`src/sv/nsfe_pkg.sv`:
```
// nsfe_pkg: shared types and constants for the nmea sentence field extractor
// no dependencies; used by every module of the block

package nsfe_pkg;

	// staging store geometry: one row per captured field
	localparam int SLOT_COUNT = 11;
	localparam int SLOT_LEN   = 11;
	localparam int ROW_W      = 4;
	localparam int LANE_W     = 4;
	localparam int HEADER_LEN = 5;

	// ascii codes
	localparam logic [7:0] CH_DOLLAR = 8'h24;
	localparam logic [7:0] CH_LF     = 8'h0A;
	localparam logic [7:0] CH_COMMA  = 8'h2C;
	localparam logic [7:0] CH_CR     = 8'h0D;
	localparam logic [7:0] CH_STAR   = 8'h2A;
	localparam logic [7:0] CH_SPACE  = 8'h20;

	// sentence headers
	localparam logic [39:0] HDR_ZDA = 40'h474E5A4441;
	localparam logic [39:0] HDR_VTG = 40'h474E565447;
	localparam logic [39:0] HDR_GGA = 40'h474E474741;

	// first result code of each sentence type
	localparam logic [3:0] CODE_ZDA = 4'd0;
	localparam logic [3:0] CODE_VTG = 4'd4;
	localparam logic [3:0] CODE_GGA = 4'd5;

	// one character write into the staging store
	typedef struct packed {
		logic              en;
		logic [ROW_W-1:0]  row;
		logic [LANE_W-1:0] lane;
		logic [7:0]        data;
	} stg_wr_t;

	// request to emit a run of fields at line feed
	typedef struct packed {
		logic              go;
		logic [ROW_W-1:0]  first_row;
		logic [3:0]        first_code;
		logic [2:0]        count;
	} run_req_t;

endpackage

```
`src/sv/nsfe_stage_mem.sv`:
```
// nsfe_stage_mem: staging store for captured field text, one row per field
// depends on nsfe_pkg; fill counts stand in for the space refill at each dollar

module nsfe_stage_mem #(
	parameter int FIELD_CHARS = 11
) (
	input  logic                                 clk,
	input  logic                                 arst_n,
	input  logic                                 clr,
	input  nsfe_pkg::stg_wr_t                    wr,
	input  logic                                 rd_en,
	input  logic [nsfe_pkg::ROW_W-1:0]           rd_row,
	output logic [8*nsfe_pkg::SLOT_LEN-1:0]      rd_text
);

	localparam int RowBits = 8 * FIELD_CHARS;

	logic [RowBits-1:0]              mem_q [nsfe_pkg::SLOT_COUNT];
	logic [nsfe_pkg::LANE_W-1:0]     fill_q [nsfe_pkg::SLOT_COUNT];
	logic [RowBits-1:0]              rd_data_s1;
	logic [nsfe_pkg::LANE_W-1:0]     rd_fill_s1;

	// byte lane write, registered read
	always_ff @(posedge clk) begin
		if (wr.en) begin
			for (int i = 0; i < FIELD_CHARS; i++) begin
				if (wr.lane == nsfe_pkg::LANE_W'(i)) begin
					mem_q[wr.row][8*i +: 8] <= wr.data;
				end
			end
		end
		if (rd_en) begin
			rd_data_s1 <= mem_q[rd_row];
			rd_fill_s1 <= fill_q[rd_row];
		end
	end

	// characters are written in order, so a count per row marks what is live
	always_ff @(posedge clk or negedge arst_n) begin
		if (!arst_n) begin
			for (int r = 0; r < nsfe_pkg::SLOT_COUNT; r++) begin
				fill_q[r] <= '0;
			end
		end else if (clr) begin
			for (int r = 0; r < nsfe_pkg::SLOT_COUNT; r++) begin
				fill_q[r] <= '0;
			end
		end else if (wr.en) begin
			fill_q[wr.row] <= wr.lane + nsfe_pkg::LANE_W'(1);
		end
	end

	// first character in the top byte; unwritten characters read as spaces
	for (genvar g = 0; g < nsfe_pkg::SLOT_LEN; g++) begin : g_lane
		if (g < FIELD_CHARS) begin : g_live
			assign rd_text[8*(nsfe_pkg::SLOT_LEN-1-g) +: 8] =
				(rd_fill_s1 > nsfe_pkg::LANE_W'(g)) ? rd_data_s1[8*g +: 8]
				                                    : nsfe_pkg::CH_SPACE;
		end else begin : g_pad
			assign rd_text[8*(nsfe_pkg::SLOT_LEN-1-g) +: 8] = nsfe_pkg::CH_SPACE;
		end
	end

endmodule

```
`src/sv/nsfe_line_ctl.sv`:
```
// nsfe_line_ctl: per-byte line parser (header, position, field and char counters)
// depends on nsfe_pkg; drives staging store writes and run requests at line feed

module nsfe_line_ctl #(
	parameter int FIELD_CHARS = 11,
	parameter int MAX_LINE    = 80
) (
	input  logic                  clk,
	input  logic                  arst_n,
	input  logic                  take,
	input  logic [7:0]            rx_byte,
	output logic                  clr,
	output nsfe_pkg::stg_wr_t     wr,
	output nsfe_pkg::run_req_t    run_req
);

	localparam int PosW = $clog2(MAX_LINE + 1);

	logic                         active_q;
	logic [39:0]                  hdr_q;
	logic [PosW-1:0]              pos_q;
	logic [3:0]                   fnum_q;
	logic [nsfe_pkg::LANE_W-1:0]  cif_q;
	logic                         ended_q;

	logic is_dollar, is_lf, is_end, is_comma, live, in_hdr, at_sep, cap_ok;

	always_comb begin
		is_dollar = rx_byte == nsfe_pkg::CH_DOLLAR;
		is_lf     = rx_byte == nsfe_pkg::CH_LF;
		is_end    = (rx_byte == nsfe_pkg::CH_STAR) || (rx_byte == nsfe_pkg::CH_CR);
		is_comma  = rx_byte == nsfe_pkg::CH_COMMA;
		live      = take && !is_dollar && !is_lf && active_q && !ended_q
		            && (pos_q < PosW'(MAX_LINE));
		in_hdr    = pos_q < PosW'(nsfe_pkg::HEADER_LEN);
		at_sep    = pos_q == PosW'(nsfe_pkg::HEADER_LEN);
		cap_ok    = (fnum_q < 4'(nsfe_pkg::SLOT_COUNT))
		            && (cif_q < nsfe_pkg::LANE_W'(FIELD_CHARS));

		clr     = take && is_dollar;

		wr.en   = live && !is_end && !in_hdr && !at_sep && !is_comma && cap_ok;
		wr.row  = fnum_q[nsfe_pkg::ROW_W-1:0];
		wr.lane = cif_q;
		wr.data = rx_byte;

		run_req.go         = 1'b0;
		run_req.first_row  = '0;
		run_req.first_code = nsfe_pkg::CODE_ZDA;
		run_req.count      = 3'd0;
		if (take && is_lf && active_q) begin
			if (hdr_q == nsfe_pkg::HDR_ZDA) begin
				run_req.go         = 1'b1;
				run_req.first_row  = nsfe_pkg::ROW_W'(0);
				run_req.first_code = nsfe_pkg::CODE_ZDA;
				run_req.count      = 3'd4;
			end else if (hdr_q == nsfe_pkg::HDR_VTG) begin
				run_req.go         = 1'b1;
				run_req.first_row  = nsfe_pkg::ROW_W'(6);
				run_req.first_code = nsfe_pkg::CODE_VTG;
				run_req.count      = 3'd1;
			end else if (hdr_q == nsfe_pkg::HDR_GGA) begin
				run_req.go         = 1'b1;
				run_req.first_row  = nsfe_pkg::ROW_W'(1);
				run_req.first_code = nsfe_pkg::CODE_GGA;
				run_req.count      = 3'd6;
			end
		end
	end

	always_ff @(posedge clk or negedge arst_n) begin
		if (!arst_n) begin
			active_q <= 1'b0;
			hdr_q    <= '0;
			pos_q    <= '0;
			fnum_q   <= '0;
			cif_q    <= '0;
			ended_q  <= 1'b0;
		end else if (take && is_dollar) begin
			active_q <= 1'b1;
			hdr_q    <= '0;
			pos_q    <= '0;
			fnum_q   <= '0;
			cif_q    <= '0;
			ended_q  <= 1'b0;
		end else if (take && is_lf) begin
			active_q <= 1'b0;
		end else if (live) begin
			pos_q <= pos_q + PosW'(1);
			if (is_end) begin
				ended_q <= 1'b1;
			end else if (in_hdr) begin
				hdr_q <= {hdr_q[31:0], rx_byte};
			end else if (at_sep) begin
				// separator after the header is skipped
			end else if (is_comma) begin
				if (fnum_q != 4'hF) begin
					fnum_q <= fnum_q + 4'd1;
				end
				cif_q <= '0;
			end else if (cap_ok) begin
				cif_q <= cif_q + nsfe_pkg::LANE_W'(1);
			end
		end
	end

endmodule

```
`src/sv/nsfe_emit.sv`:
```
// nsfe_emit: result sequencer, reads one staging row per result into the output register
// depends on nsfe_pkg; drives the read port of nsfe_stage_mem

module nsfe_emit (
	input  logic                              clk,
	input  logic                              arst_n,
	input  nsfe_pkg::run_req_t                run_req,
	output logic                              busy,
	output logic                              rd_en,
	output logic [nsfe_pkg::ROW_W-1:0]        rd_row,
	input  logic [8*nsfe_pkg::SLOT_LEN-1:0]   rd_text,
	output logic                              out_valid,
	input  logic                              out_ready,
	output logic [3:0]                        field_code,
	output logic [63:0]                       text_head,
	output logic [23:0]                       text_tail,
	output logic                              last_of_run
);

	typedef enum logic [1:0] {
		ST_IDLE = 2'b01,
		ST_RUN  = 2'b10
	} emit_state_t;

	emit_state_t                  state_q;
	logic [nsfe_pkg::ROW_W-1:0]   row_q;
	logic [3:0]                   code_q;
	logic [2:0]                   left_q;
	logic                         rd_s1;
	logic [3:0]                   code_s1;
	logic                         last_s1;
	logic                         out_valid_q;
	logic [3:0]                   code_out_q;
	logic [63:0]                  head_q;
	logic [23:0]                  tail_q;
	logic                         last_q;

	// one read in flight, and only when the output register is free next cycle
	assign rd_en  = (state_q == ST_RUN) && !rd_s1 && (!out_valid_q || out_ready);
	assign rd_row = row_q;
	assign busy   = state_q != ST_IDLE;

	always_ff @(posedge clk or negedge arst_n) begin
		if (!arst_n) begin
			state_q     <= ST_IDLE;
			row_q       <= '0;
			code_q      <= '0;
			left_q      <= '0;
			rd_s1       <= 1'b0;
			out_valid_q <= 1'b0;
		end else begin
			rd_s1 <= rd_en;
			case (state_q)
				ST_IDLE: begin
					if (run_req.go) begin
						state_q <= ST_RUN;
						row_q   <= run_req.first_row;
						code_q  <= run_req.first_code;
						left_q  <= run_req.count;
					end
				end
				ST_RUN: begin
					if (rd_en) begin
						row_q  <= row_q + nsfe_pkg::ROW_W'(1);
						code_q <= code_q + 4'd1;
						left_q <= left_q - 3'd1;
						if (left_q == 3'd1) begin
							state_q <= ST_IDLE;
						end
					end
				end
				default: state_q <= ST_IDLE;
			endcase
			if (rd_s1) begin
				out_valid_q <= 1'b1;
			end else if (out_ready) begin
				out_valid_q <= 1'b0;
			end
		end
	end

	always_ff @(posedge clk) begin
		if (rd_en) begin
			code_s1 <= code_q;
			last_s1 <= left_q == 3'd1;
		end
		if (rd_s1) begin
			code_out_q <= code_s1;
			head_q     <= rd_text[87:24];
			tail_q     <= rd_text[23:0];
			last_q     <= last_s1;
		end
	end

	assign out_valid   = out_valid_q;
	assign field_code  = code_out_q;
	assign text_head   = head_q;
	assign text_tail   = tail_q;
	assign last_of_run = last_q;

endmodule

```
`src/sv/nmea_sentence_field_extractor_core.sv`:
```
// nmea_sentence_field_extractor_core: top level of the nmea sentence field extractor
// depends on nsfe_pkg, nsfe_stage_mem, nsfe_line_ctl and nsfe_emit

// Takes received ascii bytes, one per input transfer, and pulls selected fields out of
// GNZDA, GNVTG and GNGGA sentences. A dollar opens a line, the next five characters are
// the header, the character after it is skipped, and comma-separated fields are staged
// into a small synchronous memory, one row of up to FIELD_CHARS characters per field
// (fields 0 to 10; longer text is cut, later fields are not kept). A star or CR closes
// the data part, bytes at line position MAX_LINE or beyond are dropped. At line feed the
// block gives one result transfer per field of the sentence type: ZDA time, day, month
// and year as codes 0 to 3, VTG km/h as code 4, GGA latitude, N/S, longitude, E/W, fix
// and satellite count as codes 5 to 10; text_head holds characters 1 to 8 and text_tail
// characters 9 to 11, first character in the top byte, missing characters as spaces,
// and last_of_run marks the final result. A line feed with no open line or an unknown
// header gives nothing. Bytes are taken one per cycle while no run is being read out,
// and in_ready stays high for back-to-back bytes. A line feed that starts a run
// holds in_ready low while the rows are read out: each result costs one memory read and
// a pass through the registered read data, and the next read waits until that data has
// moved on and the output register can take it, so a run also stretches while out_ready
// is held low; in_ready rises once the last read is issued. A result waiting in the
// output register does not stop the next byte from being taken. No clearing pass is
// needed after reset: per-row fill counts, cleared at each dollar, decide which staged
// characters are live.

module nmea_sentence_field_extractor_core #(
	parameter int FIELD_CHARS = 11,
	parameter int MAX_LINE    = 80
) (
	input  logic        clk,
	input  logic        arst_n,
	input  logic        in_valid,
	output logic        in_ready,
	input  logic [7:0]  rx_byte,
	output logic        out_valid,
	input  logic        out_ready,
	output logic [3:0]  field_code,
	output logic [63:0] text_head,
	output logic [23:0] text_tail,
	output logic        last_of_run
);

	logic                               take;
	logic                               busy;
	logic                               clr;
	nsfe_pkg::stg_wr_t                  wr;
	nsfe_pkg::run_req_t                 run_req;
	logic                               rd_en;
	logic [nsfe_pkg::ROW_W-1:0]         rd_row;
	logic [8*nsfe_pkg::SLOT_LEN-1:0]    rd_text;

	// bytes are taken whenever no run is being read out
	assign in_ready = !busy;
	assign take     = in_valid && in_ready;

	// parser: header, counters, character writes and run requests
	nsfe_line_ctl #(
		.FIELD_CHARS (FIELD_CHARS),
		.MAX_LINE    (MAX_LINE)
	) u_line_ctl (
		.clk     (clk),
		.arst_n  (arst_n),
		.take    (take),
		.rx_byte (rx_byte),
		.clr     (clr),
		.wr      (wr),
		.run_req (run_req)
	);

	// staged field text, one row per field
	nsfe_stage_mem #(
		.FIELD_CHARS (FIELD_CHARS)
	) u_stage_mem (
		.clk     (clk),
		.arst_n  (arst_n),
		.clr     (clr),
		.wr      (wr),
		.rd_en   (rd_en),
		.rd_row  (rd_row),
		.rd_text (rd_text)
	);

	// read-out sequencer and output register
	nsfe_emit u_emit (
		.clk         (clk),
		.arst_n      (arst_n),
		.run_req     (run_req),
		.busy        (busy),
		.rd_en       (rd_en),
		.rd_row      (rd_row),
		.rd_text     (rd_text),
		.out_valid   (out_valid),
		.out_ready   (out_ready),
		.field_code  (field_code),
		.text_head   (text_head),
		.text_tail   (text_tail),
		.last_of_run (last_of_run)
	);

endmodule

```
`config.mk`:
```
export PLATFORM = sky130hd
export DESIGN_NAME = nmea_sentence_field_extractor_core
export DESIGN_NICKNAME = d
export VERILOG_FILES = /design/src/sv/nsfe_pkg.sv /design/src/sv/nsfe_stage_mem.sv /design/src/sv/nsfe_line_ctl.sv /design/src/sv/nsfe_emit.sv /design/src/sv/nmea_sentence_field_extractor_core.sv
export SDC_FILE = /design/constraint.sdc
export NUM_CORES = 1
export LEC_CHECK = 0
export BUFFER_PORTS_ARGS = -buffer_cell sky130_fd_sc_hd__buf_4
export CORE_UTILIZATION = 56
export DETAILED_ROUTE_END_ITERATION = 8
export GPL_ROUTABILITY_DRIVEN = 1
export GPL_TIMING_DRIVEN = 0
export HOLD_SLACK_MARGIN = 0.08
export PLACE_DENSITY_LB_ADDON = 0.08
export RECOVER_POWER = 100
export SYNTH_ARGS = -nofsm -noshare
export SYNTH_HDL_FRONTEND = slang
export SYNTH_SLANG_ARGS = --single-unit
```
`constraint.sdc`:
```
create_clock -name clk -period 7.2 [get_ports clk]
set_clock_uncertainty 0.2 [all_clocks]
set_input_delay 0.72 -clock clk [delete_from_list [all_inputs] [get_ports clk]]
set_output_delay 0.72 -clock clk [all_outputs]
set_load 0.01 [all_outputs]
```
==> impl_metrics.toml <==
[status]
status = "finished, violations left"
violations = "capacitance limit, slew limit"

[synth]
synth_nets = 2871
yosysTopAreaCellShare = 0.701
yosysTopAreaCell = "edfxtp_1"
synth_most_common_cell = "edfxtp_1"
ys_types = 62
syn_avg_cell_area_um2 = 17.4
yosys-top-cells-count = "edfxtp_1 (1,158), nand2_1 (286), o21ai_0 (275), mux2i_1 (186), mux4_2 (184)"
synth_edf_count = 1158
synthArstFlopShare = 0.0911
syn-instance-count = 2843
synthTopCellsByArea = "edfxtp_1 (70%), mux4_2 (8.4%), dfrtp_1 (5.8%)"
yosys_warnings = 0
ys_seq_elements = 1274
yosysSeqAreaShare = 0.760
syn_area_um2 = 49600
ys.flop_type = "edfxtp_1"

[clocking]
clockBufferDepth = 3
clk_latency_ns = 0.73
clk_pin_slew_ns = 0.06
clockRootBuffer = "clkbuf_16"
cts_buffers = 132
post_cts_buffers = 0
cts_tree = "built"
clock_sinks = 1274
htree_num_levels = 4

[drt]
drtIter0Drc = 2628
vias = 26100
viasPerCell = 5.99
routedWlPerCell_um = 26.3
firstDrtPassIters = 7
drc = 0
drt_wl_total_mm = 115
antenna_left = 0

[global_routing]
grt_use_total = 0.261
grt_max_degree = 131
grt_pass1_vias = 26300
antenna_found_initial = 4
grt_overflow = 0
grt_pass1_wl_mm = 170

[floorplanning]
fp.dieH_um = 300
initial_core_util = 0.568
pin_count = 107
dieArea_um2 = 89700
core_area_um2 = 87300
die_w_um = 300
rows = 108

[min_path]
min_to = "u_emit.out_valid"
hold_class = "in -> reg"
hold_start = "out_ready"
worstHoldPathCells = 4

[final_layout]
finalNonFillerCells = 4362
drive_gt1_frac = 0.129
n_antenna_cell = 0
area_growth_pct = 12.9
final_util = 0.641
final_nets = 3131

[worst_setup_path]
worst_r2r_startpoint = "u_emit.rd_row[0]"
worst-path-buf-inv = 2
cp_max_fo = 88
start_kind = "input pin"
r2r_cells = 8
slowest_stage = "clkbuf_1"
crit_type = "in -> reg"
rrSetupSlack_ns = 2.04
worstPathArrival_ns = 5.49
cp-startpoint = "rx_byte[5]"
cp_top_family = "buffers and inverters"
worstPathRequired_ns = 6.89
end_kind = "flip-flop"
rr_endpoint = "u_stage_mem.rd_data_s1[68]"
cp_cell_sequence = "clkbuf_1 > clkbuf_1"
slowest_delay_ns = 3.14
cp_common_cell = "clkbuf_1"

[sta]
max_freq_ghz = 0.172
finalCriticalPeriod_ns = 5.81
tns_ns = 0
drv_slew = 458
rsz0062_at_grt = "false"
worst_pin_slew_ns = 4.38
hold_viol = 0
maxSlewHeadroom = -1.92
fin_crit_sh = 0.807
setup-violations-final = 0

[placed_design]
dp_cells = 4111
gp_congestion = 0.822
dp_hpwl_mm = 70.4
port_buffers = 106

[pwr]
ir_drop_mv = 0.219
leakagePower_nw = 19.2
power_density_nw_per_um2 = 270

[job]
drv_cap = 16
cells by family (layout without fill, tap and decap cells):
family | Yosys count | count (layout) | synth area share
simple gates | 669 | 669 | 0.0631
buf+inv | 177 | 541 | 0.0145
mux | 375 | 375 | 0.122
flops | 1274 | 1274 | 0.760
xor+xnor | 8 | 8 | 0.00141
fa+ha+maj | 16 | 16 | 0.00404
compound gates | 324 | 324 | 0.0349
layer usage:
layer	share of wire	global-route usage	up-vias
met1	0.43	0.375	13500
met4	0.022	0.0752	0
met3	0.067	0.0420	151
met5	0	0	-
met2	0.49	0.418	935
li1	-	-	11500
per-stage QoR:
stage                     total power, mW  hold WS [ns]  setup slack (ns)  instance area [µm²]
after global routing                 15.5         0.155             0.996                56000
after detailed placement             8.61         0.211              1.22                52000
after CTS                            15.2         0.149              1.99                56200
final                                15.1         0.144              1.39                56000
after global placement               8.59         0.204             -3.63                51800
after floorplan                      8.42         0.200             0.356                49600
power by group:
part	internal, mW	total, mW	switching, mW
clock	3.84	6.67	2.83
combinational	0.0745	0.304	0.230
sequential	8.11	8.17	0.0599
total	12.0	15.1	3.12
cell type report:
| type | count | area [µm²] |
|---|---|---|
| tap | 1155 | 1450 |
| inverter | 17 | 63.8 |
| multi-input combinational | 1392 | 11200 |
| clock buffer | 155 | 3390 |
| buffer | 160 | 651 |
| timing repair buffer | 126 | 741 |
| fill | 6186 | 31300 |
| sequential | 1274 | 37700 |
| clock inverter | 83 | 855 |
timing repair:
item | 4_1_cts | 5_1_grt
resized for setup | 0 | 0
hold endpoints to repair | 40 | 33
hold buffers | 1 | 4
state kept, by name, indices dropped and copies added, names as in the netlist:
| signal | cells |
|---|---|
| u_stage_mem.mem_q | 968 |
| u_stage_mem.rd_data_s1 | 88 |
| u_emit.text_head | 64 |
| u_stage_mem.fill_q | 44 |
| u_line_ctl.hdr_q | 40 |
| u_emit.text_tail | 24 |
| u_line_ctl.pos_q | 7 |
| u_emit.code_q | 4 |
| u_emit.code_s1 | 4 |
| u_emit.field_code | 4 |
| u_emit.rd_row | 4 |
| u_line_ctl.cif_q | 4 |
| u_line_ctl.fnum_q | 4 |
| u_stage_mem.rd_fill_s1 | 4 |
| u_emit.left_q | 3 |
| u_emit.state_q | 2 |
| u_emit.last_of_run | 1 |
| u_emit.last_s1 | 1 |
| u_emit.out_valid | 1 |
| u_emit.rd_s1 | 1 |
| u_line_ctl.active_q | 1 |
| u_line_ctl.ended_q | 1 |
worst max path at each step:
stage | end | slack (ns) | cells after the start
floorplan | u_emit.rd_s1 | 0.36 | 3
global placement | u_emit.rd_s1 | -3.63 | 3
detailed placement | u_stage_mem.mem_q[7][71] | 1.22 | 10
CTS | u_stage_mem.mem_q[7][69] | 1.99 | 10
global route | u_stage_mem.mem_q[10][29] | 1.0 | 2
finish | u_stage_mem.mem_q[3][21] | 1.39 | 2
placed cells by master (no fill, tap or decap), drive strengths merged, types with 5 or more instances in the layout:
master       count
or2              8
xor2             5
dlygate4sd3      5
and3             5
clkbuf         393
nand2b           6
nor3             5
o21ai          277
dfrtp          115
nor4             7
mux2i          186
mux2             5
nand2          286
a21oi           13
and2            41
nand4           19
edfxtp        1158
clkinv          62
a21o             6
ha              16
nor2b           57
mux4           184
buf             43
nand3           53
inv             23
bufinv          12
nor4bb           5
nor2           148
Power figures use the tool's default switching activity.
